### config.mk
export PLATFORM = sky130hd
export DESIGN_NAME = fba_back
export DESIGN_NICKNAME = d
export VERILOG_FILES = /design/src/rtl/fba_pkg.sv /design/src/rtl/fba_back.sv
export SDC_FILE = /design/constraint.sdc
export NUM_CORES = 1
export LEC_CHECK = 0
export BUFFER_PORTS_ARGS = -buffer_cell sky130_fd_sc_hd__buf_2
export CORE_UTILIZATION = 54
export DETAILED_ROUTE_END_ITERATION = 10
export PLACE_DENSITY = 0.79
export SYNTH_ARGS = -nofsm -noshare
export SYNTH_HDL_FRONTEND = slang
export SYNTH_SLANG_ARGS = --single-unit
export TNS_END_PERCENT = 100
### constraint.sdc
create_clock -name clk -period 4.9 [get_ports clk]
set_input_delay 0.49 -clock clk [delete_from_list [all_inputs] [get_ports clk]]
set_output_delay 0.49 -clock clk [all_outputs]
set_load 0.02 [all_outputs]
### src/rtl/fba_pkg.sv
`default_nettype none
// ----------------------------------------------------------------------------
// fba_pkg
// Shared types, codes and constants of the frame bitmap allocator.
// ----------------------------------------------------------------------------
package fba_pkg;

  localparam int NUM_FRAMES_DEF = 4096;
  localparam int FRAME_W        = 12;
  localparam int PERM_W         = 4;
  localparam int STATUS_W       = 2;
  localparam int OPCODE_W       = 2;
  localparam int WORD_BITS      = 32;
  localparam int BIT_W          = 5;
  localparam int WORD_IDX_W     = FRAME_W - BIT_W;
  localparam int FIELD_WORDS    = (1 << FRAME_W) / WORD_BITS;
  localparam int Q_DEPTH        = 2;

  localparam logic [PERM_W-1:0] PERM_WRITE = 4'h8;
  localparam logic [PERM_W-1:0] PERM_EXEC  = 4'h4;

  localparam logic [OPCODE_W-1:0] OP_ALLOC   = 2'd0;
  localparam logic [OPCODE_W-1:0] OP_FREE    = 2'd1;
  localparam logic [OPCODE_W-1:0] OP_RESERVE = 2'd2;
  localparam logic [OPCODE_W-1:0] OP_TEST    = 2'd3;

  localparam logic [STATUS_W-1:0] ST_DONE = 2'd0;
  localparam logic [STATUS_W-1:0] ST_FULL = 2'd1;
  localparam logic [STATUS_W-1:0] ST_NOP  = 2'd2;

  // what the back end has to do with an item
  localparam logic [2:0] K_REPLY = 3'd0;
  localparam logic [2:0] K_ALLOC = 3'd1;
  localparam logic [2:0] K_CLR   = 3'd2;
  localparam logic [2:0] K_SET   = 3'd3;
  localparam logic [2:0] K_TEST  = 3'd4;

  typedef struct packed {
    logic [2:0]            kind;
    logic [WORD_IDX_W-1:0] word;
    logic [BIT_W-1:0]      bitpos;
    logic [FRAME_W-1:0]    res_frame;
    logic [PERM_W-1:0]     res_perm;
    logic [PERM_W-1:0]     alloc_perm;
    logic [STATUS_W-1:0]   res_status;
  } cmd_t;

  // bitmap words actually kept: whole words only, and only 12-bit frames
  function automatic int words_kept(input int num_frames);
    int w;
    begin
      w = num_frames / WORD_BITS;
      words_kept = (w < FIELD_WORDS) ? w : FIELD_WORDS;
    end
  endfunction

  function automatic int addr_width(input int depth);
    begin
      addr_width = (depth > 1) ? $clog2(depth) : 1;
    end
  endfunction

endpackage
`default_nettype wire

### src/rtl/fba_back.sv
`default_nettype none
// ----------------------------------------------------------------------------
// fba_back
// Executes queued commands: direct replies and, on the bitmap RAM, read-modify-write,
// test, first-fit scan, and the clearing pass after reset.
// ----------------------------------------------------------------------------
module fba_back #(
  parameter int NUM_FRAMES = fba_pkg::NUM_FRAMES_DEF
) (
  input  wire logic                                 clk,
  input  wire logic                                 rst,
  input  wire logic                                 q_valid,
  input  wire fba_pkg::cmd_t                        head,
  output logic                                      pop,
  output logic                                      clearing,
  output logic                                      we,
  output logic [fba_pkg::addr_width(fba_pkg::words_kept(NUM_FRAMES))-1:0] waddr,
  output logic [fba_pkg::WORD_BITS-1:0]             wdata,
  output logic [fba_pkg::addr_width(fba_pkg::words_kept(NUM_FRAMES))-1:0] raddr,
  input  wire logic [fba_pkg::WORD_BITS-1:0]        rdata,
  output logic                                      done,
  output logic [fba_pkg::FRAME_W-1:0]               frame_out,
  output logic [fba_pkg::PERM_W-1:0]                perm_out,
  output logic [fba_pkg::STATUS_W-1:0]              status,
  output logic                                      frame_used
);

  localparam int USED_WORDS = fba_pkg::words_kept(NUM_FRAMES);
  localparam int AW = fba_pkg::addr_width(USED_WORDS);
  localparam logic [AW-1:0] LAST_WORD = AW'(USED_WORDS - 1);

  localparam logic [1:0] S_CLEAR = 2'd0;
  localparam logic [1:0] S_IDLE  = 2'd1;
  localparam logic [1:0] S_RMW   = 2'd2;
  localparam logic [1:0] S_SCAN  = 2'd3;

  logic [1:0]          state, state_next;
  logic [AW-1:0]       clr_cnt, clr_cnt_next;
  logic [AW-1:0]       scan_word, scan_word_next;
  fba_pkg::cmd_t       cmd, cmd_next;
  logic                emit;
  logic [fba_pkg::FRAME_W-1:0]   e_frame;
  logic [fba_pkg::PERM_W-1:0]    e_perm;
  logic [fba_pkg::STATUS_W-1:0]  e_status;
  logic                          e_used;
  logic [fba_pkg::WORD_BITS-1:0] mask;
  logic [fba_pkg::BIT_W-1:0]     zero_pos;

  function automatic logic [fba_pkg::BIT_W-1:0] lowest_zero(
    input logic [fba_pkg::WORD_BITS-1:0] v);
    logic [fba_pkg::BIT_W-1:0] idx;
    begin
      idx = '0;
      for (int i = fba_pkg::WORD_BITS - 1; i >= 0; i--) begin
        if (!v[i]) begin
          idx = fba_pkg::BIT_W'(i);
        end
      end
      lowest_zero = idx;
    end
  endfunction

  assign clearing = (state == S_CLEAR);
  assign mask     = fba_pkg::WORD_BITS'(1) << cmd.bitpos;
  assign zero_pos = lowest_zero(rdata);

  always_comb begin
    state_next     = state;
    clr_cnt_next   = clr_cnt;
    scan_word_next = scan_word;
    cmd_next       = cmd;
    pop            = 1'b0;
    we             = 1'b0;
    waddr          = cmd.word[AW-1:0];
    wdata          = rdata;
    raddr          = head.word[AW-1:0];
    emit           = 1'b0;
    e_frame        = cmd.res_frame;
    e_perm         = cmd.res_perm;
    e_status       = cmd.res_status;
    e_used         = 1'b0;
    unique case (state)
      S_CLEAR: begin
        we           = 1'b1;
        waddr        = clr_cnt;
        wdata        = '0;
        clr_cnt_next = clr_cnt + 1'b1;
        if (clr_cnt == LAST_WORD) begin
          state_next = S_IDLE;
        end
      end
      S_IDLE: begin
        if (q_valid) begin
          pop      = 1'b1;
          cmd_next = head;
          priority case (head.kind)
            fba_pkg::K_ALLOC: begin
              raddr          = '0;
              scan_word_next = '0;
              state_next     = S_SCAN;
            end
            fba_pkg::K_CLR, fba_pkg::K_SET, fba_pkg::K_TEST: begin
              state_next = S_RMW;
            end
            default: begin
              // answered without touching the bitmap
              emit     = 1'b1;
              e_frame  = head.res_frame;
              e_perm   = head.res_perm;
              e_status = head.res_status;
            end
          endcase
        end
      end
      S_RMW: begin
        emit       = 1'b1;
        state_next = S_IDLE;
        priority case (cmd.kind)
          fba_pkg::K_SET: begin
            we    = 1'b1;
            wdata = rdata | mask;
          end
          fba_pkg::K_CLR: begin
            we    = 1'b1;
            wdata = rdata & ~mask;
          end
          default: begin
            e_used = |(rdata & mask);
          end
        endcase
      end
      S_SCAN: begin
        // rdata holds word scan_word; the next word is fetched meanwhile
        if (rdata != '1) begin
          we         = 1'b1;
          waddr      = scan_word;
          wdata      = rdata | (fba_pkg::WORD_BITS'(1) << zero_pos);
          emit       = 1'b1;
          e_frame    = fba_pkg::FRAME_W'({scan_word, zero_pos});
          e_perm     = cmd.alloc_perm;
          e_status   = fba_pkg::ST_DONE;
          state_next = S_IDLE;
        end else if (scan_word == LAST_WORD) begin
          emit       = 1'b1;
          e_frame    = '0;
          e_status   = fba_pkg::ST_FULL;
          state_next = S_IDLE;
        end else begin
          raddr          = scan_word + 1'b1;
          scan_word_next = scan_word + 1'b1;
        end
      end
    endcase
  end

  always_ff @(posedge clk) begin
    if (rst) begin
      state   <= S_CLEAR;
      clr_cnt <= '0;
      done    <= 1'b0;
    end else begin
      state   <= state_next;
      clr_cnt <= clr_cnt_next;
      done    <= emit;
    end
  end

  always_ff @(posedge clk) begin
    scan_word <= scan_word_next;
    cmd       <= cmd_next;
    if (emit) begin
      frame_out  <= e_frame;
      perm_out   <= e_perm;
      status     <= e_status;
      frame_used <= e_used;
    end
  end

  ap_no_pop_in_clear: assert property (@(posedge clk) disable iff (rst)
    clearing |-> !pop)
    else $error("command taken during clearing pass");

  ap_pop_needs_item: assert property (@(posedge clk) disable iff (rst)
    pop |-> q_valid)
    else $error("pop from empty queue");

  ap_done_back_idle: assert property (@(posedge clk) disable iff (rst)
    done |-> state == S_IDLE)
    else $error("result issued while command still running");

  ap_scan_range: assert property (@(posedge clk) disable iff (rst)
    state == S_SCAN |-> scan_word <= LAST_WORD)
    else $error("scan beyond last bitmap word");

endmodule
`default_nettype wire

==> flow_metrics.tcl <==
set metrics [dict create \
    run_status "finished, final reports clean" \
    yosysSeqAreaShare 0.394 \
    hold_viol_final 0 \
    tritoncts.num_buffers 9 \
    top_layer "met4" \
    die_area_um2 10200 \
    layout-drive-gt1-share 0.265 \
    synth_warnings 0 \
    die_w_um 101 \
    floorplan.initialDensity 0.567 \
    wl_per_cell_um 22.6 \
    first_global_vias 5494 \
    achievable-frequency_ghz 0.276 \
    min-delay-path-class "input port to flop" \
    arrival_ps 3130 \
    rsz0062_at_grt "false" \
    max-clock-path-buffers 2 \
    tightestPinTransition_ps 1160 \
    numClockSinks 73 \
    final.hold.worst_slack_ps 311 \
    critPathLaunchType "flop" \
    area_delta_synth_final_pct 18.8 \
    final_ws_setup_ps 1280 \
    num-nets-final 806 \
    pwr_density_cell_nw_per_um2 310 \
    met2_wirelength_mm 8.63 \
    io_buffer_count 140 \
    num_antenna_cells 0 \
    number_of_gates_resized_after_cts 0 \
    synth_seq_cells 73 \
    timing.critical_path.fanout_max 39 \
    peakVddDrop_mv 0.280 \
    clk_root_buffer_cell "clkbuf_8" \
    avgSynthCellArea_um2 8.87 \
    yosys.cell_count.top_type "nand2_1" \
    dr.pass1.iters 8 \
    setup.worst_path.class "flop to primary output" \
    detail_route.wirelength.met1_mm 7.35 \
    post_synth_main_area_contributors "edfxtp_1, o21ai_0, nand2_1, dfxtp_1, nor2_1" \
    critical_path_required_ps 4410 \
    remaining_max_slew_budget_at_the_tightest_pin 0.218 \
    floorplan.io_pins 141 \
    htreeDepth 3 \
    regArea_um2 2090 \
    rows 35 \
    reg2regPathDepth 9 \
    synth_largest_type_area_fraction 0.356 \
    routed_wl_mm 19.5 \
    timing.reg2reg.setup_slack_ps 1980 \
    postCtsSetupRepairBufs 0 \
    drt.antenna.violating_nets 0 \
    synthArstFlopShare 0 \
    global_route.usage.total 0.384 \
    grt_overflow 0 \
    fillerInstances 805 \
    area_of_the_multi_input_gates_um2 3040 \
    timing.rr.start "state[1]" \
    whs_endpoint "cmd[22]" \
    gpl.final_weighted_congestion 1.05 \
    cell_count_after_synthesis 599 \
    placeable_area_um2 9370 \
    synth_commonest_cells "nand2_1, o21ai_0, edfxtp_1, nor2_1" \
    crit-reg2reg-capture "perm_out[1]" \
    max_cap_viol_count 0 \
    final_worst_path_cycle_share 0.739 \
    via_count 5914 \
    synth_largest_area_cell "edfxtp_1" \
    synth-edff-count 63 \
    dpl-instance-area_um2 6120 \
    viasPerCell 6.86 \
    hold_path_startpoint "head[22]" \
    synth_top_flop_cell "edfxtp_1" \
    syn-cell-area_um2 5310 \
    leakage_nw 2.66 \
    clock_tree_from_tritoncts "yes" \
    synth.lib_cells_used.distinct 75 \
    period_minus_slack_ps 3620 \
    clock_latency_ps 350 \
    detailedPlace.worstSlack_ps 1760 \
    detailedRoute.firstIterationViolations 818 \
    post_cts_hold_buffer_count 0 \
    max_slew_violation_count 0 \
    critical_path.endpoint_type "primary output" \
    clock_pin_slew_of_the_registers_on_the_worst_case_setup_and_hold_paths_ps 90 \
    dp_hpwl_mm 14.4 \
    timing.setup.tns_ps 0 \
    wl_met3_mm 2.23 \
    clock-skew-final_ps 14.5 \
    final_area_um2 6310 \
    grt_start_max_net_pins 40 \
    post-route-drc-count 0 \
    grt_first_pass_wirelength_mm 29.6 \
    setup_viol 0 \
    timing.hold.worst_path_depth 1 \
    synth.net_count 677 \
    antenna_found_initial 0 \
    fp.dieH_um 101 \
]
-- report_power, final --
group          internal, mW  switching, mW  leakage [nW]  total (mW)
Clock                 0.235          0.248        0.0974       0.483
Sequential            0.730         0.0370         0.662       0.767
Combinational         0.239          0.467          1.90       0.706
-- critical path, stage by stage (launching register included) --
cell and delay (ps):
dfxtp_1 420, ha_1 170, buf_4 370, nor2b_1 440, nand3_1 200, or2_1 310, or2_1 280, o31ai_1 350
buf_2 230
-- area by class of cell --
class	count	share of cell area
inverter	15	0.00892
timing repair buffer	149	0.122
clock buffer	9	0.0196
tap	129	0.0256
sequential	73	0.331
clock inverter	7	0.0109
multi-input combinational	480	0.482
-- placed cells by master, fill, tap and decap left out, types with 6 or more instances in the layout --
master,n
a21oi_1,21
a221o_1,17
a22o_1,15
a22oi_1,23
a31oi_1,7
and2_1,6
and3_1,8
buf_2,140
buf_4,9
clkbuf_8,9
dfxtp_1,10
edfxtp_1,63
ha_1,6
inv_1,15
mux2i_1,12
nand2_1,82
nand2b_1,6
nand3_1,15
nand3b_1,6
nand4_1,14
nor2_1,46
nor2b_1,12
o21ai_0,71
o31ai_1,6
xor2_1,10
-- metrics by stage --
step	instances	power [mW]	util
finish	862	1.96	0.674
global route	862	2.03	0.674
CTS	862	1.94	0.674
detailed placement	846	1.47	0.653
global placement	846	1.46	0.653
floorplan	599	1.22	-
-- per-layer routing --
layer  global-route usage  vias up
li1                     -     2563
met1                0.490     2726
met2                0.603      518
met3               0.0773      107
met4                0.233        0
met5                    0        -
-- flip-flops by register name, summed over array words and instances, names as in the netlist, 2 cells and up --
register and flops:
status 2, state 2, clr_cnt 7, frame_out 12, scan_word 7, cmd 37, perm_out 4
-- logic make-up (layout without fill, tap and decap cells) --
family | Yosys count | count (layout) | share of synthesized area
muxes | 15 | 15 | 0.0297
DFF | 73 | 73 | 0.394
xor gates and xnor gates | 11 | 11 | 0.0181
AOI/OAI and AO/OA | 214 | 214 | 0.282
adders and majority gates | 6 | 6 | 0.0141
and+or+nand+nor | 234 | 234 | 0.228
buffers and inverters | 46 | 180 | 0.0346
-- worst max path at each step --
stage	startpoint	endpoint	slack [ps]	depth (start not counted)
after global placement	state[1]	wdata[25]	1720	8
after detailed placement	state[1]	wdata[17]	1760	8
after CTS	state[1]	wdata[17]	1380	8
final	state[1]	wdata[17]	1280	8
after global routing	state[1]	wdata[17]	1170	8
after floorplan	state[1]	frame_out[0]	1120	7
Power figures use the tool's default switching activity.
