--- src/rtl/fba_pkg.sv ---
`default_nettype none
// ----------------------------------------------------------------------------
// fba_pkg
// Shared types, codes and constants of the frame bitmap allocator.
// ----------------------------------------------------------------------------
package fba_pkg;

  localparam int NUM_FRAMES_DEF = 4096;
  localparam int FRAME_W        = 12;
  localparam int PERM_W         = 4;
  localparam int STATUS_W       = 2;
  localparam int OPCODE_W       = 2;
  localparam int WORD_BITS      = 32;
  localparam int BIT_W          = 5;
  localparam int WORD_IDX_W     = FRAME_W - BIT_W;
  localparam int FIELD_WORDS    = (1 << FRAME_W) / WORD_BITS;
  localparam int Q_DEPTH        = 2;

  localparam logic [PERM_W-1:0] PERM_WRITE = 4'h8;
  localparam logic [PERM_W-1:0] PERM_EXEC  = 4'h4;

  localparam logic [OPCODE_W-1:0] OP_ALLOC   = 2'd0;
  localparam logic [OPCODE_W-1:0] OP_FREE    = 2'd1;
  localparam logic [OPCODE_W-1:0] OP_RESERVE = 2'd2;
  localparam logic [OPCODE_W-1:0] OP_TEST    = 2'd3;

  localparam logic [STATUS_W-1:0] ST_DONE = 2'd0;
  localparam logic [STATUS_W-1:0] ST_FULL = 2'd1;
  localparam logic [STATUS_W-1:0] ST_NOP  = 2'd2;

  // what the back end has to do with an item
  localparam logic [2:0] K_REPLY = 3'd0;
  localparam logic [2:0] K_ALLOC = 3'd1;
  localparam logic [2:0] K_CLR   = 3'd2;
  localparam logic [2:0] K_SET   = 3'd3;
  localparam logic [2:0] K_TEST  = 3'd4;

  typedef struct packed {
    logic [2:0]            kind;
    logic [WORD_IDX_W-1:0] word;
    logic [BIT_W-1:0]      bitpos;
    logic [FRAME_W-1:0]    res_frame;
    logic [PERM_W-1:0]     res_perm;
    logic [PERM_W-1:0]     alloc_perm;
    logic [STATUS_W-1:0]   res_status;
  } cmd_t;

  // bitmap words actually kept: whole words only, and only 12-bit frames
  function automatic int words_kept(input int num_frames);
    int w;
    begin
      w = num_frames / WORD_BITS;
      words_kept = (w < FIELD_WORDS) ? w : FIELD_WORDS;
    end
  endfunction

  function automatic int addr_width(input int depth);
    begin
      addr_width = (depth > 1) ? $clog2(depth) : 1;
    end
  endfunction

endpackage
`default_nettype wire

--- src/rtl/fba_front.sv ---
`default_nettype none
// ----------------------------------------------------------------------------
// fba_front
// Accepts items, classifies them and queues the resulting commands.
// ----------------------------------------------------------------------------
module fba_front #(
  parameter int NUM_FRAMES = fba_pkg::NUM_FRAMES_DEF
) (
  input  wire logic                             clk,
  input  wire logic                             rst,
  input  wire logic                             start,
  input  wire logic                             hold,
  input  wire logic [fba_pkg::OPCODE_W-1:0]     opcode,
  input  wire logic [fba_pkg::FRAME_W-1:0]      frame_index,
  input  wire logic [fba_pkg::FRAME_W-1:0]      current_frame,
  input  wire logic [fba_pkg::PERM_W-1:0]       perm_in,
  input  wire logic                             writeable,
  input  wire logic                             executable,
  input  wire logic                             pop,
  output logic                                  full,
  output logic                                  q_valid,
  output fba_pkg::cmd_t                         head
);

  localparam int USED_WORDS = fba_pkg::words_kept(NUM_FRAMES);
  localparam int PW = fba_pkg::addr_width(fba_pkg::Q_DEPTH);
  localparam int CW = $clog2(fba_pkg::Q_DEPTH + 1);

  fba_pkg::cmd_t  cmd;
  fba_pkg::cmd_t  queue [fba_pkg::Q_DEPTH];
  logic [PW-1:0]  wr_ptr;
  logic [PW-1:0]  rd_ptr;
  logic [CW-1:0]  count;
  logic           push;
  logic [fba_pkg::FRAME_W-1:0] target;
  logic           in_map;

  assign full    = (count == CW'(fba_pkg::Q_DEPTH));
  assign q_valid = (count != '0);
  assign push    = start && !full && !hold;
  assign head    = queue[rd_ptr];

  // free works on the page's own frame, reserve and test on frame_index
  assign target = (opcode == fba_pkg::OP_FREE) ? current_frame : frame_index;
  assign in_map = ({1'b0, target[fba_pkg::FRAME_W-1:fba_pkg::BIT_W]}
                   < (fba_pkg::WORD_IDX_W + 1)'(USED_WORDS));

  always_comb begin
    cmd            = '0;
    cmd.word       = target[fba_pkg::FRAME_W-1:fba_pkg::BIT_W];
    cmd.bitpos     = target[fba_pkg::BIT_W-1:0];
    cmd.res_frame  = current_frame;
    cmd.res_perm   = perm_in;
    cmd.alloc_perm = perm_in | (writeable ? fba_pkg::PERM_WRITE : '0)
                             | (executable ? fba_pkg::PERM_EXEC : '0);
    cmd.res_status = fba_pkg::ST_DONE;
    cmd.kind       = fba_pkg::K_REPLY;
    unique case (opcode)
      fba_pkg::OP_ALLOC: begin
        if (current_frame != '0) begin
          cmd.res_status = fba_pkg::ST_NOP;
        end else begin
          cmd.kind      = fba_pkg::K_ALLOC;
          cmd.res_frame = '0;
        end
      end
      fba_pkg::OP_FREE: begin
        cmd.res_frame = '0;
        if (current_frame == '0) begin
          cmd.res_status = fba_pkg::ST_NOP;
        end else if (in_map) begin
          cmd.kind = fba_pkg::K_CLR;
        end
      end
      fba_pkg::OP_RESERVE: begin
        if (in_map) begin
          cmd.kind = fba_pkg::K_SET;
        end
      end
      fba_pkg::OP_TEST: begin
        if (in_map) begin
          cmd.kind = fba_pkg::K_TEST;
        end
      end
    endcase
  end

  always_ff @(posedge clk) begin
    if (rst) begin
      wr_ptr <= '0;
      rd_ptr <= '0;
      count  <= '0;
    end else begin
      if (push) begin
        wr_ptr <= (wr_ptr == PW'(fba_pkg::Q_DEPTH - 1)) ? '0 : wr_ptr + 1'b1;
      end
      if (pop) begin
        rd_ptr <= (rd_ptr == PW'(fba_pkg::Q_DEPTH - 1)) ? '0 : rd_ptr + 1'b1;
      end
      if (push && !pop) begin
        count <= count + 1'b1;
      end else if (pop && !push) begin
        count <= count - 1'b1;
      end
    end
  end

  always_ff @(posedge clk) begin
    if (push) begin
      queue[wr_ptr] <= cmd;
    end
  end

  ap_count_range: assert property (@(posedge clk) disable iff (rst)
    count <= CW'(fba_pkg::Q_DEPTH))
    else $error("queue count out of range");

  ap_no_push_in_hold: assert property (@(posedge clk) disable iff (rst)
    hold |=> $stable(wr_ptr))
    else $error("item queued while bitmap is being cleared");

endmodule
`default_nettype wire

--- config.mk ---
export PLATFORM = sky130hd
export DESIGN_NAME = fba_front
export DESIGN_NICKNAME = d
export VERILOG_FILES = /design/src/rtl/fba_pkg.sv /design/src/rtl/fba_front.sv
export SDC_FILE = /design/constraint.sdc
export NUM_CORES = 1
export LEC_CHECK = 0
export BUFFER_PORTS_ARGS = -buffer_cell sky130_fd_sc_hd__buf_2
export CELL_PAD_IN_SITES_DETAIL_PLACEMENT = 0
export CELL_PAD_IN_SITES_GLOBAL_PLACEMENT = 2
export CORE_ASPECT_RATIO = 0.75
export CORE_MARGIN = 3
export CORE_UTILIZATION = 42
export CTS_BUF_LIST = sky130_fd_sc_hd__clkbuf_4 sky130_fd_sc_hd__clkbuf_8
export DETAILED_ROUTE_END_ITERATION = 8
export PLACE_DENSITY_LB_ADDON = 0.1
export SYNTH_ARGS = -nofsm -noshare
export SYNTH_HDL_FRONTEND = slang
export SYNTH_SLANG_ARGS = --single-unit
--- constraint.sdc ---
create_clock -name clk -period 4.81 [get_ports clk]
set_input_delay 0.2405 -clock clk [delete_from_list [all_inputs] [get_ports clk]]
set_output_delay 0.2405 -clock clk [all_outputs]
set_load 0.02 [all_outputs]
==> results of run 1 <==
## cells in the final DEF (no fill, tap or decap), drive strengths merged
cell type / n
a31o: 1
nand2b: 2
dfxtp: 5
o21ai: 2
ha: 1
mux2: 46
clkinv: 5
nor4: 3
mux2i: 1
nand3: 2
buf: 76
nor2: 3
or3: 1
inv: 5
edfxtp: 68
or2: 4
and3: 1
xor2: 2
nor2b: 1
conb: 1
and2: 14
xnor2: 1
a21o: 1
a21oi: 3
clkbuf: 11
## report_power, final
group | internal (mW) | leakage (nW) | switching, mW | total (mW)
clock network | 0.193 | 0.0888 | 0.200 | 0.393
registers | 0.733 | 0.667 | 0.0196 | 0.752
logic | 0.0882 | 0.658 | 0.110 | 0.198
total | 1.01 | 1.41 | 0.330 | 1.34
## Yosys cell counts
cell	number	area, um2
sky130_fd_sc_hd__a21o_1	1	7.51
sky130_fd_sc_hd__a21oi_1	3	15.0
sky130_fd_sc_hd__a31o_1	1	8.76
sky130_fd_sc_hd__and2_1	13	81.3
sky130_fd_sc_hd__and2_2	1	7.51
sky130_fd_sc_hd__and3_1	1	6.26
sky130_fd_sc_hd__buf_2	5	25.0
sky130_fd_sc_hd__buf_4	3	22.5
sky130_fd_sc_hd__buf_6	1	11.3
sky130_fd_sc_hd__buf_8	1	15.0
sky130_fd_sc_hd__conb_1	1	3.75
sky130_fd_sc_hd__dfxtp_1	5	100
sky130_fd_sc_hd__edfxtp_1	68	2040
sky130_fd_sc_hd__ha_1	1	12.5
sky130_fd_sc_hd__inv_1	5	18.8
sky130_fd_sc_hd__mux2_2	40	450
sky130_fd_sc_hd__mux2_4	6	90.1
sky130_fd_sc_hd__mux2i_1	1	10.0
sky130_fd_sc_hd__nand2b_1	2	12.5
sky130_fd_sc_hd__nand3_1	2	10.0
sky130_fd_sc_hd__nor2_1	3	11.3
sky130_fd_sc_hd__nor2b_1	1	6.26
sky130_fd_sc_hd__nor4_1	2	12.5
sky130_fd_sc_hd__nor4_2	1	12.5
sky130_fd_sc_hd__o21ai_0	2	10.0
sky130_fd_sc_hd__or2_2	4	25.0
sky130_fd_sc_hd__or3_1	1	6.26
sky130_fd_sc_hd__xnor2_1	1	8.76
sky130_fd_sc_hd__xor2_1	2	17.5
## kinds of logic after synthesis
group / count (synthesis) / share of synthesized area, %
simple gates: 31 / 6.26
mux: 47 / 18.0
compound gates: 7 / 1.35
fa+ha+maj: 1 / 0.409
flops: 73 / 70.0
xor+xnor: 3 / 0.859
buf+inv: 15 / 3.03
other cells: 1 / 0.123
## per-stage QoR
stage	std cells	area, um2
global placement	342	3500
finish	358	3660
floorplan	178	3060
global route	358	3660
CTS	358	3660
detailed placement	342	3500
## flip-flops by register name (all words and copies together) (netlist names), named ones only
name and flops:
queue 68, count 2, rd_ptr 1, wr_ptr 1
## layout make-up
class / instances / area [um2] / area share [%]
inverter: 5 / 18.8 / 0.513
clock inverter: 5 / 22.5 / 0.616
tap: 98 / 123 / 3.35
multi-input combinational: 90 / 827 / 22.6
timing repair buffer: 76 / 385 / 10.5
clock buffer: 11 / 139 / 3.80
sequential: 73 / 2140 / 58.6
## per-layer routing
metal,routed length [um],GRT usage (%)
met1,2500,17.5
met2,2620,22.8
met3,312,5.01
met4,51,5.11
met5,0,0
## critical path, cell delays in order (launching register included)
cell                      delay [ns]
sky130_fd_sc_hd__dfxtp_2        0.86
sky130_fd_sc_hd__mux2_2         0.43
sky130_fd_sc_hd__buf_2          0.16
## how the worst max path moves through the flow
stage / slack (ns) / endpoint / cells after the start / start
6_report: 2.76 / head[24] / 2 / flop
5_1_grt: 2.63 / head[24] / 2 / flop
4_1_cts: 2.69 / head[34] / 2 / flop
3_5_place_dp: 3.04 / queue[1][30] / 2 / count[0]
3_3_place_gp: 3.07 / head[34] / 2 / flop
2_1_floorplan: 2.99 / queue[1][10] / 2 / count[0]
==> run_results.csv, run 1 <==
group,metric,value,unit
critical_path,cp_class,"flop to output pin",
hold_path,hold_path_end,"queue[0][7]",
critical_path,worstRegToRegCells,2,
final_layout,fillerInstances,607,
logic_synthesis,netlist_instances,178,
power_and_ir_drop,power.total,1.34,mW
drt,route.vias.total,1672,
floorplan,design.core.area,0.00693,mm2
power_and_ir_drop,power_leakage,1.41,nW
logic_synthesis,synth_cell_type_count,29,
logic_synthesis,synth.ff_latch_count,73,
final_layout,fin_util,52.8,%
sta,finalCriticalPeriod,2.05,ns
logic_synthesis,yosysWarnings,0,
power_and_ir_drop,cellPowerDensity,367,mW/mm2
sta,fin_worst_skew,0.00458,ns
global_routing,grt_pass1_wl,8850,um
sta,totalNegativeSetupSlack,0,ns
logic_synthesis,synthesis.area_per_instance,17.2,um2
critical_path,critical_path.max_fanout,34,
status,run_status,"completed",
global_routing,grt_use_total,14.0,%
logic_synthesis,ys_seq_area_share,70.0,%
clock_tree,clkTransAtPathRegs,0.07,ns
drt,detailedRoute.firstPassIterationCount,6,
sta,timing.hold.ws,0.101,ns
hold_path,worst_hold_path.num_cells,1,
logic_synthesis,postSynthNetCount,216,
clock_tree,root_buffer_cell,"sky130_fd_sc_hd__clkbuf_8",
clock_tree,tritoncts_num_sinks,73,
placed_design,place_ws,3.04,ns
clock_tree,cts_tree,"yes",
final_layout,fraction_of_final_layout_cells_sized_beyond_drive_strength_1,55.4,%
power_and_ir_drop,ir_drop,0.000174,V
sta,drv_slew,0,
drt,via_per_inst,4.67,
critical_path,critPathArrivalTime,1.81,ns
critical_path,reg2reg_to,"queue[1][21]",
final_layout,synthToLayoutAreaGrowth,19.5,%
clock_tree,clock_path_buffers,2,
sta,timing_worst_slew_pin_value,0.842,ns
drt,antenna_viol_nets_final,0,
critical_path,worst_ep_required,4.57,ns
clock_tree,cts-htree-levels,3,
hold_path,min-delay-start,"perm_in[1]",
drt,detail_route.iter0.violations,59,
sta,slew_headroom,43.8,%
clock_tree,cts_hold_buffers,0,
critical_path,crit_path_end_kind,"output pin",
sta,final_hold_viol_count,0,
global_routing,antenna_found_initial,0,
sta,achievable-frequency,489,MHz
sta,setup-violations-final,0,
floorplan,fp.dieH,79.9,um
drt,routedWlPerCell,15.3,um
global_routing,first_global_vias,1800,
drt,totalWireLength,5490,um
clock_tree,numCtsBuffers,9,
global_routing,overflow,0,
placed_design,place.port_buffers,74,
sta,finalCritPeriodShare,42.5,%
global_routing,grt_start_max_net_pins,35,
critical_path,startpoint_type,"flop",
drt,post-route-drc-count,0,
run,max_cap_violations,0,
floorplan,die-width,105,um
clock_tree,cts_post_setup_buffers_inserted,0,
floorplan,initial_core_util,44.2,%
logic_synthesis,synth.cell_area,0.00306,mm2
hold_path,min-delay-path-class,"primary input to flop",
sta,post_route_worst_setup_slack,2.76,ns
placed_design,dp_hpwl,3610,um
critical_path,worstReg2RegStart,"count[0]",
final_layout,antennaDiodeCount,0,
floorplan,top_level_port_count,76,
floorplan,die_footprint,0.00836,mm2
final_layout,layout.nets,293,
clock_tree,cts.repair.resized,0,
sta,rsz_0062_raised_after_global_routing,"no",
critical_path,setup.reg_to_reg.worst_slack,3.07,ns
clock_tree,worst_skew_pair.late_latency,0.33,ns
floorplan,fp-row-count,26,
placed_design,gp_congestion,0.696,
Note: power is estimated with default switching activity, not from simulation.
==> inputs of run 2 (changes only) <==
--- a/config.mk
+++ b/config.mk
@@ -10,7 +10,7 @@
 export CELL_PAD_IN_SITES_GLOBAL_PLACEMENT = 2
 export CORE_ASPECT_RATIO = 0.75
 export CORE_MARGIN = 3
-export CORE_UTILIZATION = 42
+export CORE_UTILIZATION = 39
 export CTS_BUF_LIST = sky130_fd_sc_hd__clkbuf_4 sky130_fd_sc_hd__clkbuf_8
 export DETAILED_ROUTE_END_ITERATION = 8
 export PLACE_DENSITY_LB_ADDON = 0.1
==> constraint.sdc (replaced) <==
create_clock -name clk -period 2.1 [get_ports clk]
set_input_delay 0.105 -clock clk [delete_from_list [all_inputs] [get_ports clk]]
set_output_delay 0.105 -clock clk [all_outputs]
set_load 0.02 [all_outputs]
==> run_results.csv, run 2 (synthesized netlist as in run 1, its figures left out) <==
group,metric,value,unit
status,run_status,"completed",
drt,route.vias.total,1735,
placed_design,place.port_buffers,74,
final_layout,reg_top3,"queue: 68 flops, count: 2 flops",
sta,drv_slew,0,
power_and_ir_drop,seq_power_share,50.6,%
clock_tree,cts_tree,"yes",
final_layout,fin_util,51.1,%
drt,routedWlPerCell,15.0,um
power_and_ir_drop,ir_drop,0.000371,V
sta,final_hold_viol_count,0,
critical_path,critPathArrivalTime,1.49,ns
power_and_ir_drop,power.internal,2.56,mW
global_routing,overflow,0,
clock_tree,root_buffer_cell,"sky130_fd_sc_hd__clkbuf_8",
drt,totalWireLength,5520,um
floorplan,fp-row-count,27,
clock_tree,clkTransAtPathRegs,0.07,ns
global_routing,grt_use_total,13.4,%
floorplan,die_footprint,0.00896,mm2
power_and_ir_drop,p_clk_share,34.4,%
clock_tree,clock_path_buffers,2,
final_layout,final_common_cell,"sky130_fd_sc_hd__buf_2",
power_and_ir_drop,power.share.combinational,15.0,%
global_routing,first_global_vias,1720,
final_layout,synthToLayoutAreaGrowth,24.6,%
sta,fin_worst_skew,0.00706,ns
placed_design,dp_hpwl,3690,um
sta,rsz_0062_raised_after_global_routing,"no",
sta,finalCriticalPeriod,1.60,ns
sta,achievable-frequency,627,MHz
clock_tree,tritoncts_num_sinks,73,
critical_path,worst_ep_required,2.00,ns
global_routing,antenna_found_initial,0,
critical_path,startpoint_type,"flop",
global_routing,grt_start_max_net_pins,31,
sta,setup-violations-final,0,
power_and_ir_drop,cellPowerDensity,879,mW/mm2
final_layout,largest_reg_flops,68,
critical_path,critical_path.max_fanout,18,
drt,via_per_inst,4.70,
critical_path,cp_class,"flop to output pin",
floorplan,fp.dieH,82.7,um
run,max_cap_violations,0,
drt,antenna_viol_nets_final,0,
sta,finalCritPeriodShare,76.0,%
clock_tree,cts_post_setup_buffers_inserted,0,
clock_tree,cts.repair.resized,0,
drt,detailedRoute.firstPassIterationCount,4,
final_layout,layout.nets,302,
final_layout,antennaDiodeCount,0,
power_and_ir_drop,total_switching_power,0.796,mW
sta,timing_worst_slew_pin_value,0.568,ns
critical_path,crit_path_end_kind,"output pin",
floorplan,initial_core_util,41.0,%
sta,slew_headroom,61.8,%
final_layout,final_cell_mix,"sky130_fd_sc_hd__buf_2 (74), sky130_fd_sc_hd__edfxtp_1 (68), sky130_fd_sc_hd__mux2_2 (40), sky130_fd_sc_hd__and2_1 (13), sky130_fd_sc_hd__clkbuf_8 (9)",
drt,post-route-drc-count,0,
final_layout,top_register,"queue",
drt,detail_route.iter0.violations,59,
final_layout,stdcell_count,369,
placed_design,gp_congestion,0.674,
sta,totalNegativeSetupSlack,0,ns
floorplan,die-width,108,um
clock_tree,numCtsBuffers,9,
floorplan,design.core.area,0.00747,mm2
clock_tree,cts-htree-levels,3,
hold_path,min-delay-path-class,"primary input to flop",
placed_design,placed_cells,349,
power_and_ir_drop,sw_frac_of_total,23.8,%
placed_design,place_area,0.00356,mm2
final_layout,fraction_of_final_layout_cells_sized_beyond_drive_strength_1,55.6,%
final_layout,layout_cell_area_excl_fill,0.00381,mm2
global_routing,grt_pass1_wl,8630,um
floorplan,top_level_port_count,76,
power_and_ir_drop,power_leakage,1.48,nW
clock_tree,worst_skew_pair.late_latency,0.34,ns
run 2: cell count changes in the layout (fill, tap and decap cells not counted), sizes merged:
| cell | delta |
|---|---|
| clkinv | -1 |
| clkbuf | -2 |
| dlygate4sd3 | +5 |
| bufinv | +2 |
| buf | +4 |
run 2: per-stage QoR:
step	hold WS, ns	total power [mW]	setup slack [ns]
after CTS	0.0184	3.40	0.465
after floorplan	0.174	2.06	0.276
after global routing	0.0283	3.52	0.392
after detailed placement	0.296	2.23	0.523
final	0.0420	3.35	0.504
after global placement	0.296	2.23	0.552
run 2: layout make-up:
| type | instances | area, um2 |
|---|---|---|
| Sequential cell | 73 | 2140 |
| Tap cell | 101 | 126 |
| Fill cell | 659 | 3650 |
| Clock inverter | 6 | 83.8 |
| Timing Repair Buffer | 85 | 490 |
| Clock buffer | 9 | 124 |
| Multi-Input combinational cell | 90 | 827 |
| Inverter | 5 | 18.8 |
run 2: what timing repair did:
action,CTS,global route
hold buffers,5,0
hold endpoints to repair,13,0
endpoints found under the setup margin,0,0
run 2: power groups by stage:
stage | registers, mW | clock network (mW) | logic (mW)
3_5_place_dp | 1.73 | 0 | 0.504
5_1_grt | 1.70 | 1.26 | 0.552
2_1_floorplan | 1.72 | 0 | 0.340
3_3_place_gp | 1.73 | 0 | 0.505
6_report | 1.70 | 1.15 | 0.504
4_1_cts | 1.70 | 1.19 | 0.513
run 2: critical path: stages, from the launching register on:
cell and delay, ns:
sky130_fd_sc_hd__dfxtp_2 0.32, sky130_fd_sc_hd__buf_4 0.26, sky130_fd_sc_hd__mux2_2 0.40, sky130_fd_sc_hd__buf_2 0.17
run 2: path summary, 6_finish.rpt:
| check | slack (ns) | from | to | cells past startpoint |
|---|---|---|---|---|
| max | 0.50 | flop | head[34] | 3 |
| min | 0.04 | writeable | queue[0][5] | 2 |
| max reg2reg | 0.52 | count[0] | count[1] | 5 |
| min reg2reg | 0.50 | count[1] | count[1] | 2 |
run 2: routing by layer:
layer / global-route usage [%] / vias to the layer above / part of all wire, %
met4: 4.92 / 0 / 1.1
met1: 16.3 / 843 / 46
met2: 21.8 / 50 / 47
li1: - / 835 / -
met5: 0 / - / 0
met3: 5.28 / 7 / 6.1
==> inputs of run 3 (changes only) <==
--- a/config.mk
+++ b/config.mk
@@ -10,7 +10,7 @@
 export CELL_PAD_IN_SITES_GLOBAL_PLACEMENT = 2
 export CORE_ASPECT_RATIO = 0.75
 export CORE_MARGIN = 3
-export CORE_UTILIZATION = 39
+export CORE_UTILIZATION = 35
 export CTS_BUF_LIST = sky130_fd_sc_hd__clkbuf_4 sky130_fd_sc_hd__clkbuf_8
 export DETAILED_ROUTE_END_ITERATION = 8
 export PLACE_DENSITY_LB_ADDON = 0.1
==> constraint.sdc (replaced) <==
create_clock -name clk -period 1.3 [get_ports clk]
set_input_delay 0.065 -clock clk [delete_from_list [all_inputs] [get_ports clk]]
set_output_delay 0.065 -clock clk [all_outputs]
set_load 0.02 [all_outputs]
==> run_results.csv, run 3 (synthesized netlist as in run 1, its figures left out) <==
group,metric,value,unit
status,run_status,"finished, violations left",
status,violations,"setup timing",
drt,post-route-drc-count,0,
drt,detailedRoute.firstPassIterationCount,3,
critical_path,startpoint_type,"flop",
run,max_cap_violations,0,
power_and_ir_drop,power_leakage,1.62,nW
sta,timing.hold.ws,0.0126,ns
final_layout,final_common_cell,"sky130_fd_sc_hd__edfxtp_1",
clock_tree,worst_skew_pair.late_latency,0.34,ns
placed_design,placed_cells,363,
final_layout,fin_util,50.9,%
final_layout,top_register,"queue",
final_layout,largest_reg_flops,68,
final_layout,reg_top3,"queue: 68 flops, count: 2 flops",
final_layout,layout.nets,315,
global_routing,grt_use_total,12.1,%
placed_design,dp_hpwl,3880,um
sta,rsz_0062_raised_after_global_routing,"yes",
sta,finalCritPeriodShare,113,%
drt,totalWireLength,5880,um
sta,final_hold_viol_count,0,
final_layout,final_cell_mix,"sky130_fd_sc_hd__edfxtp_1 (68), sky130_fd_sc_hd__buf_2 (62), sky130_fd_sc_hd__mux2_2 (33), sky130_fd_sc_hd__buf_4 (15), sky130_fd_sc_hd__mux2_4 (13)",
sta,setup-violations-final,37,
critical_path,crit_slowest_cell,"sky130_fd_sc_hd__dfxtp_4",
global_routing,overflow,0,
floorplan,fp-row-count,28,
clock_tree,tritoncts_num_sinks,73,
floorplan,die_footprint,0.00991,mm2
clock_tree,cts_post_setup_buffers_inserted,0,
power_and_ir_drop,ir_drop,0.000615,V
critical_path,worstRegToRegCells,6,
hold_path,worst_hold_path.num_cells,3,
critical_path,critPathArrivalTime,1.40,ns
critical_path,cp_cell_sequence,"buf_12, mux2_2, buf_4",
critical_path,cp_class,"flop to output pin",
sta,post_route_worst_setup_slack,-0.165,ns
final_layout,antennaDiodeCount,0,
global_routing,first_global_vias,1751,
sta,finalCriticalPeriod,1.47,ns
clock_tree,clock_path_buffers,2,
final_layout,stdcell_count,387,
global_routing,antenna_found_initial,0,
drt,antenna_viol_nets_final,0,
clock_tree,clkTransAtPathRegs,0.06,ns
global_routing,grt_start_max_net_pins,28,
floorplan,fp.dieH,87.0,um
floorplan,top_level_port_count,76,
placed_design,gp_congestion,0.661,
clock_tree,numCtsBuffers,9,
floorplan,die-width,114,um
clock_tree,cts_tree,"yes",
critical_path,worst_path_largest_cell_delay,0.38,ns
critical_path,crit_path_end_kind,"output pin",
sta,drv_slew,0,
sta,fin_worst_skew,0.00707,ns
power_and_ir_drop,cellPowerDensity,1390,mW/mm2
drt,route.vias.total,1750,
floorplan,design.core.area,0.00820,mm2
drt,via_per_inst,4.52,
placed_design,place.port_buffers,74,
critical_path,worst_ep_required,1.24,ns
global_routing,grt_pass1_wl,8890,um
clock_tree,cts-htree-levels,3,
final_layout,synthToLayoutAreaGrowth,36.3,%
drt,detail_route.iter0.violations,49,
hold_path,min-delay-path-class,"primary input to flop",
critical_path,critical_path.max_fanout,19,
drt,routedWlPerCell,15.2,um
sta,achievable-frequency,682,MHz
floorplan,initial_core_util,37.3,%
final_layout,fraction_of_final_layout_cells_sized_beyond_drive_strength_1,59.9,%
clock_tree,root_buffer_cell,"sky130_fd_sc_hd__clkbuf_8",
==> run 3: changes by cell type in the layout (fill, tap and decap cells not counted), sizes merged <==
cell | before | now
buf | 80 | 90
bufinv | 2 | 3
clkbuf | 9 | 11
clkinv | 4 | 3
clkinvlp | 0 | 1
dlygate4sd3 | 5 | 7
inv | 5 | 4
==> run 3: where the power goes <==
group          switching (mW)  leakage, nW  internal [mW]
logic                   0.506        0.834          0.505
registers              0.0339        0.667           2.71
clock network           0.774        0.119           1.29
total                    1.31         1.62           4.50
==> run 3: cell type report <==
cell class,count,area (um2)
Fill cell,723,4030
Multi-Input combinational cell,90,913
Sequential cell,73,2150
Clock inverter,6,106
Timing Repair Buffer,98,717
Tap cell,105,131
Clock buffer,10,131
Inverter,5,22.5
==> run 3: final timing paths <==
kind | from | endpoint | slack, ns
worst max-delay path | flop | head[15] | -0.17
worst max register to register | count[0] | count[1] | -0.08
worst min-delay path | pop | rd_ptr | 0.01
worst min register to register | rd_ptr | rd_ptr | 0.52
==> run 3: layer usage <==
layer | track usage, % | share of wire (%)
met2 | 19.3 | 45
met1 | 15.1 | 47
met4 | 3.56 | 1.0
met3 | 5.28 | 6.7
met5 | 0 | 0
==> run 3: critical path: cells and delay by family, from the launching register on <==
kind                   cells  cell delay, ns
buffers and inverters      2            0.33
flip-flops                 1            0.38
multiplexers               1            0.36
==> run 3: repair_timing <==
action | 4_1_cts | 5_1_grt
hold buffers | 7 | 0
hold endpoints to repair | 17 | 0
resized for setup | 10 | 22
setup endpoints to repair | 38 | 40
pin swaps | 0 | 1
gates cloned | 0 | 1
==> run 3: metrics by stage <==
step / area (um2) / power [mW] / worst slack [ns] / TNS (ns)
after floorplan: 3110 / 3.36 / -0.0982 / -3.40
after global placement: 3730 / 3.71 / -0.0714 / -0.309
after detailed placement: 3730 / 3.71 / -0.0630 / -0.0685
after CTS: 4070 / 5.83 / -0.199 / -6.01
after global routing: 4170 / 6.08 / -0.226 / -7.23
final: 4170 / 5.82 / -0.165 / -5.05
